<file path="src/rtl/bgcd_pkg.sv">
package bgcd_pkg;

	// Width of the operand and divisor fields on the ports.
	localparam int unsigned IO_WIDTH = 64;

	typedef struct packed {
		logic [IO_WIDTH-1:0] operand_a;
		logic [IO_WIDTH-1:0] operand_b;
	} bgcd_req_t;

	typedef struct packed {
		logic [IO_WIDTH-1:0] divisor;
		logic                zero_operand;
	} bgcd_rsp_t;

	// Step commands from the sequencer to the datapath.
	typedef struct packed {
		logic load;
		logic shift_both;
		logic shift_a;
		logic shift_b;
		logic sub;
		logic finish;
	} bgcd_ctrl_t;

	// Datapath flags that steer the sequencer.
	typedef struct packed {
		logic zero_in;
		logic a_odd;
		logic b_odd;
		logic diff_zero;
	} bgcd_stat_t;

endpackage

</file>
<file path="src/rtl/binary_gcd.sv">
// A request with a zero operand goes from idle straight to the done state, where the result
// is registered; otherwise the run grows with each shared halving, each stripped zero and
// each subtraction, all taken one at a time by the single subtract/halve unit.
// Throughput: one request at a time; busy stays high until the result strobe, and the next
// request may be taken in the strobe cycle. The receiver cannot stall the result.
// Reset: arst_n asynchronously returns the sequencer to idle and clears the result strobe.
module binary_gcd import bgcd_pkg::*; #(
	parameter int unsigned DATA_WIDTH = 64
) (
	input  logic      clk,
	input  logic      arst_n,
	input  logic      start,
	output logic      busy,
	input  bgcd_req_t request,
	output logic      done,
	output bgcd_rsp_t result
);

	// The sequencer walks the method in four phases: halving both operands while both are
	// even (counting the shared twos), stripping leftover zeros from either one, forming
	// the absolute difference and writing it back, halved, over the larger operand, and finally
	// shifting the survivor back up by the shared twos. The datapath holds both operands
	// and the shared-twos count, and the single subtractor that forms the difference.

	bgcd_ctrl_t ctrl;
	bgcd_stat_t stat;

	bgcd_seq u_seq (
		.clk    (clk),
		.arst_n (arst_n),
		.start  (start),
		.stat   (stat),
		.ctrl   (ctrl),
		.busy   (busy)
	);

	bgcd_dp #(
		.DATA_WIDTH (DATA_WIDTH)
	) u_dp (
		.clk     (clk),
		.arst_n  (arst_n),
		.request (request),
		.ctrl    (ctrl),
		.stat    (stat),
		.result  (result),
		.done    (done)
	);

	// The strobe only appears once the sequencer has returned to idle.
	assert property (@(posedge clk) disable iff (!arst_n) done |-> !busy)
		else $error("result strobe while busy");

	// A taken request always occupies the block on the next cycle.
	assert property (@(posedge clk) disable iff (!arst_n) (start && !busy) |=> busy)
		else $error("request taken but block not busy");

	// Every end of work is marked by a result strobe.
	assert property (@(posedge clk) disable iff (!arst_n) $fell(busy) |-> done)
		else $error("work ended without a result");

	// A zero operand must report a zero divisor.
	assert property (@(posedge clk) disable iff (!arst_n)
		(done && result.zero_operand) |-> (result.divisor == '0))
		else $error("zero operand with nonzero divisor");

endmodule

</file>
<file path="src/rtl/bgcd_dp.sv">
module bgcd_dp import bgcd_pkg::*; #(
	parameter int unsigned DATA_WIDTH = 64
) (
	input  logic       clk,
	input  logic       arst_n,
	input  bgcd_req_t  request,
	input  bgcd_ctrl_t ctrl,
	output bgcd_stat_t stat,
	output bgcd_rsp_t  result,
	output logic       done
);

	localparam int unsigned SHW = $clog2(DATA_WIDTH);

	logic [DATA_WIDTH-1:0] a_q, b_q;
	logic [SHW-1:0]        sh_q;
	logic                  err_q;
	bgcd_rsp_t             result_q;
	logic                  done_q;

	logic [DATA_WIDTH-1:0] in_a, in_b, diff;
	logic                  a_ge_b;

	assign in_a = request.operand_a[DATA_WIDTH-1:0];
	assign in_b = request.operand_b[DATA_WIDTH-1:0];

	// The shared subtract unit: absolute difference of the two operands.
	assign a_ge_b = (a_q >= b_q);
	assign diff   = a_ge_b ? (a_q - b_q) : (b_q - a_q);

	assign stat.zero_in   = (in_a == '0) || (in_b == '0);
	assign stat.a_odd     = a_q[0];
	assign stat.b_odd     = b_q[0];
	assign stat.diff_zero = (diff == '0);

	always_ff @(posedge clk) begin
		if (ctrl.load) begin
			a_q   <= in_a;
			b_q   <= in_b;
			sh_q  <= '0;
			err_q <= (in_a == '0) || (in_b == '0);
		end else if (ctrl.shift_both) begin
			a_q  <= a_q >> 1;
			b_q  <= b_q >> 1;
			sh_q <= sh_q + SHW'(1);
		end else if (ctrl.shift_a) begin
			a_q <= a_q >> 1;
		end else if (ctrl.shift_b) begin
			b_q <= b_q >> 1;
		end else if (ctrl.sub) begin
			// The difference of two odd values is even, so one halving is free.
			if (a_ge_b) begin
				a_q <= diff >> 1;
			end else begin
				b_q <= diff >> 1;
			end
		end
		if (ctrl.finish) begin
			result_q.divisor      <= err_q ? '0 : IO_WIDTH'(a_q << sh_q);
			result_q.zero_operand <= err_q;
		end
	end

	always_ff @(posedge clk or negedge arst_n) begin
		if (!arst_n) begin
			done_q <= 1'b0;
		end else begin
			done_q <= ctrl.finish;
		end
	end

	assign result = result_q;
	assign done   = done_q;

endmodule

</file>
<file path="src/rtl/bgcd_seq.sv">
module bgcd_seq import bgcd_pkg::*; (
	input  logic       clk,
	input  logic       arst_n,
	input  logic       start,
	input  bgcd_stat_t stat,
	output bgcd_ctrl_t ctrl,
	output logic       busy
);

	typedef enum logic [4:0] {
		S_IDLE  = 5'b00001,
		S_TWOS  = 5'b00010,
		S_STRIP = 5'b00100,
		S_SUB   = 5'b01000,
		S_DONE  = 5'b10000
	} state_t;

	state_t state_q, state_d;

	always_comb begin
		state_d = state_q;
		ctrl    = '0;
		unique case (state_q)
			S_IDLE: begin
				if (start) begin
					ctrl.load = 1'b1;
					state_d   = stat.zero_in ? S_DONE : S_TWOS;
				end
			end
			S_TWOS: begin
				if (!stat.a_odd && !stat.b_odd) begin
					ctrl.shift_both = 1'b1;
				end else begin
					state_d = S_STRIP;
				end
			end
			S_STRIP: begin
				if (!stat.a_odd) begin
					ctrl.shift_a = 1'b1;
				end else if (!stat.b_odd) begin
					ctrl.shift_b = 1'b1;
				end else begin
					state_d = S_SUB;
				end
			end
			S_SUB: begin
				if (stat.diff_zero) begin
					state_d = S_DONE;
				end else begin
					ctrl.sub = 1'b1;
					state_d  = S_STRIP;
				end
			end
			S_DONE: begin
				ctrl.finish = 1'b1;
				state_d     = S_IDLE;
			end
			default: begin
				state_d = S_IDLE;
			end
		endcase
	end

	always_ff @(posedge clk or negedge arst_n) begin
		if (!arst_n) begin
			state_q <= S_IDLE;
		end else begin
			state_q <= state_d;
		end
	end

	assign busy = (state_q != S_IDLE);

endmodule

</file>
<file path="config.mk">
export PLATFORM = sky130hd
export DESIGN_NAME = binary_gcd
export DESIGN_NICKNAME = d
export VERILOG_FILES = /design/src/rtl/bgcd_pkg.sv /design/src/rtl/binary_gcd.sv /design/src/rtl/bgcd_dp.sv /design/src/rtl/bgcd_seq.sv
export SDC_FILE = /design/constraint.sdc
export NUM_CORES = 1
export LEC_CHECK = 0
export BUFFER_PORTS_ARGS = -buffer_cell sky130_fd_sc_hd__buf_4
export CAP_MARGIN = 0
export CORE_ASPECT_RATIO = 0.9
export CORE_MARGIN = 3
export CORE_UTILIZATION = 60
export DETAILED_ROUTE_END_ITERATION = 6
export HOLD_SLACK_MARGIN = 0.05
export PLACE_DENSITY = 0.8
export SLEW_MARGIN = 15
export SYNTH_ARGS = -nofsm -noshare
export SYNTH_HDL_FRONTEND = slang
export SYNTH_HIERARCHICAL = 1
export SYNTH_SLANG_ARGS = --single-unit
</file>
<file path="constraint.sdc">
create_clock -name clk -period 17.2 [get_ports clk]
set_clock_uncertainty 0.2 [all_clocks]
set_input_delay 2.58 -clock clk [delete_from_list [all_inputs] [get_ports clk]]
set_output_delay 2.58 -clock clk [all_outputs]
set_load 0.02 [all_outputs]
</file>
==> metrics.yaml <==
grt_overflow: 0
avgSynthCellArea_sq_um: 7.942
via_per_inst: 7.118
diodes: 0
synthFlopType: "edfxtp_1"
clock_tree.htree_level_count: 1
max_freq_mhz: 118.8
place.gp.congestion: 1.155
crit_path_start: "u_dp/a_q[44]$_DFFE_PP_"
wl_microns: 87830
top_usage_layer: "met2"
syn2layout_area_growth_pct: 10.77
yosys.area.top_type_share: 0.2725
portBuffers: 197
num_rows: 64
syn_nets: 2953
grt.total_usage: 0.4440
timing.rr.start: "u_dp/a_q[44]$_DFFE_PP_"
clk_path_buf_depth: 3
grt_max_degree: 125
worstPathArrival_ns: 8.45
setup_viol_count_final: 0
yosysSeqAreaShare: 0.2852
met2_usage: 0.6440
ys_top_cells_by_count: "458 x nand2_1, 352 x o21ai_0, 233 x a21oi_1, 198 x nor2_1, 194 x edfxtp_1"
start_util: 0.6180
cp.required_ns: 17.23
clk_pin_slew_ns: 0.07
first_pass_iters: 7
post-synth-top-area-cell: "edfxtp_1"
synth_area_leaders: "edfxtp_1 27%, o21ai_0 8.2%, nand2_1 8.0%"
fin_crit_sh: 0.4895
max-slew-margin-rel: 0.1792
yosys_register_bits: 206
die_x_microns: 205.0
hold_ws_ns: 0.4588
syn-cell-area_sq_um: 21380
outcome: "finished, final reports clean"
hp-start: "u_seq/state_q[4]$_DFFE_PN0P_"
critical_path_class: "reg -> reg"
fin_setup_tns_ns: 0
clk_latency_ns: 0.58
wl_per_cell_microns: 27.17
min_period_ns: 8.419
crit_fanout: 44
cts_tree: "done"
cts_made_buffers: 23
synth_cell_type_count: 90
core_area_sq_um: 34590
async_flop_share: 0.02913
post_cts_buffers: 0
io_pins: 198
die_area_sq_um: 37940
endpoint_kind: "flip-flop"
hold_violations: 0
syn_inst: 2692
synth_edf_count: 194
tightest_slew_ns: 1.220
drtAntennaViolNets: 0
vias: 23012
hp-class: "reg -> reg"
whs_path_depth: 1
cp-start-kind: "flip-flop"
grt_antenna_before_repair: 3
grt_pass1_vias: 20730
grt_setup_unrepaired: "false"
r2r-end: "u_dp/a_q[38]$_DFFE_PP_"
die_y_microns: 185.1
synth.most_common_cell: "nand2_1"
rrSetupSlack_ns: 8.78
grtUsageMet3: 0.1413
final_nets: 3016
cts_resized: 0
min_to: "u_seq/state_q[2]$_DFFE_PN0P_"
drc: 0
drt_first_iter_violations: 4102
clockRootBuffer: "clkbuf_16"
gr-usage-met1: 0.5986
cts.hold.buffers_added: 0
slew_violations: 0
grt_pass1_wl_microns: 127900
clock-sinks: 206
ff2ff_path_depth: 19
cap_violations: 0
ys_warn_count: 6
dp_hpwl_microns: 67660
drive_gt1_frac: 0.1310
==> layout make-up <==
| class | instances | area [sq um] |
|---|---|---|
| multi-input cells | 2147 | 13940 |
| fillers | 2791 | 10910 |
| flip-flops and latches | 206 | 6105 |
| repair buffers | 224 | 1694 |
| clock buffers | 26 | 586.8 |
| well taps | 462 | 578.1 |
| inverters | 153 | 576.8 |
| clock inverters | 15 | 203.9 |
==> worst max-delay path: stages, from the launching register on <==
cell and delay [ns]:
edfxtp_1 0.49, inv_1 0.08, ha_1 0.54, and4_1 0.39, nand4_1 0.25, or4_1 0.45
a21o_1 0.21, o211ai_2 0.15, a21o_2 0.61, buf_4 0.59, mux2i_1 0.38, xor2_1 0.38
nand4_1 0.14, or4_1 0.65, or3_1 0.45, nor4_2 0.38, nor3_1 0.11, nor3b_1 0.15
or4_2 0.91, buf_4 0.49
==> worst max-delay path by stage <==
| stage | end | slack [ns] | cells after the start |
|---|---|---|---|
| finish | u_dp/a_q[38]$_DFFE_PP_ | 8.78 | 19 |
| global placement | u_dp/a_q[47]$_DFFE_PP_ | 9.20 | 19 |
| floorplan | u_dp/b_q[0]$_DFFE_PP_ | 8.27 | 20 |
| detailed placement | u_dp/a_q[47]$_DFFE_PP_ | 9.06 | 19 |
| global route | u_dp/a_q[38]$_DFFE_PP_ | 8.71 | 19 |
| CTS | u_dp/a_q[35]$_DFFE_PP_ | 8.99 | 19 |
==> kinds of logic (layout without fill, tap and decap cells) <==
| logic type | Yosys count | count (layout) | share of synthesized area |
|---|---|---|---|
| AOI/OAI and AO/OA | 834 | 834 | 0.2270 |
| buffers and inverters | 339 | 418 | 0.06508 |
| DFF | 206 | 206 | 0.2852 |
| xor gates and xnor gates | 73 | 73 | 0.03026 |
| muxes | 203 | 203 | 0.1258 |
| adders and majority gates | 130 | 130 | 0.07678 |
| and+or+nand+nor | 907 | 907 | 0.1899 |
==> state kept, by name, summed over array words and instances (netlist names) <==
| register | cells |
|---|---|
| u_dp/done | 1 |
| u_dp/err_q | 1 |
| u_dp/sh_q | 6 |
| u_seq/state_q | 5 |
| u_dp/result | 65 |
| u_dp/a_q | 64 |
| u_dp/b_q | 64 |
==> per-stage QoR <==
step | area [sq um] | utilization | cells | setup slack (ns)
after global routing | 23680 | 0.6846 | 3233 | 8.706
after floorplan | 21380 | - | 2692 | 8.266
final | 23680 | 0.6846 | 3233 | 8.781
after detailed placement | 22870 | 0.6611 | 3191 | 9.056
after CTS | 23660 | 0.6840 | 3232 | 8.989
after global placement | 22870 | 0.6611 | 3191 | 9.196
==> cell usage in the layout, fill, tap and decap left out, types with 6 or more instances in the layout <==
cell type  synthesis  final
nand2_1          458    458
o21ai_0          352    351
a21oi_1          233    232
buf_4             14    223
nor2_1           198    196
edfxtp_1         194    194
inv_1            150    150
mux2i_1          137    137
ha_1             128    128
nand4_1           60     60
mux4_2            51     51
nor4_1            44     44
a21o_1            44     43
a211oi_1          43     43
xnor2_1           43     43
nor3_1            30     30
xor2_1            29     29
a31oi_1           28     28
nand3_1           24     24
clkbuf_16          0     23
o211ai_1          21     21
o21bai_1          21     21
o21a_1            18     18
nand2b_1          17     17
mux2_2            14     14
and2_1            11     10
or3_1              9      9
or4_1              9      8
o31ai_1            8      8
a21boi_0           8      8
nor2b_1            7      7
o22a_1             7      7
and4_1             6      6
and3_1             6      6
==> metal layers <==
metal,up-vias,wire length [microns]
met4,2,6009
li1,9897,-
met2,2065,36130
met3,376,13480
met5,-,17
met1,10672,32190
Power is not shown: default switching activity piles up to over one toggle a cycle in this logic, so the estimate is an artifact.
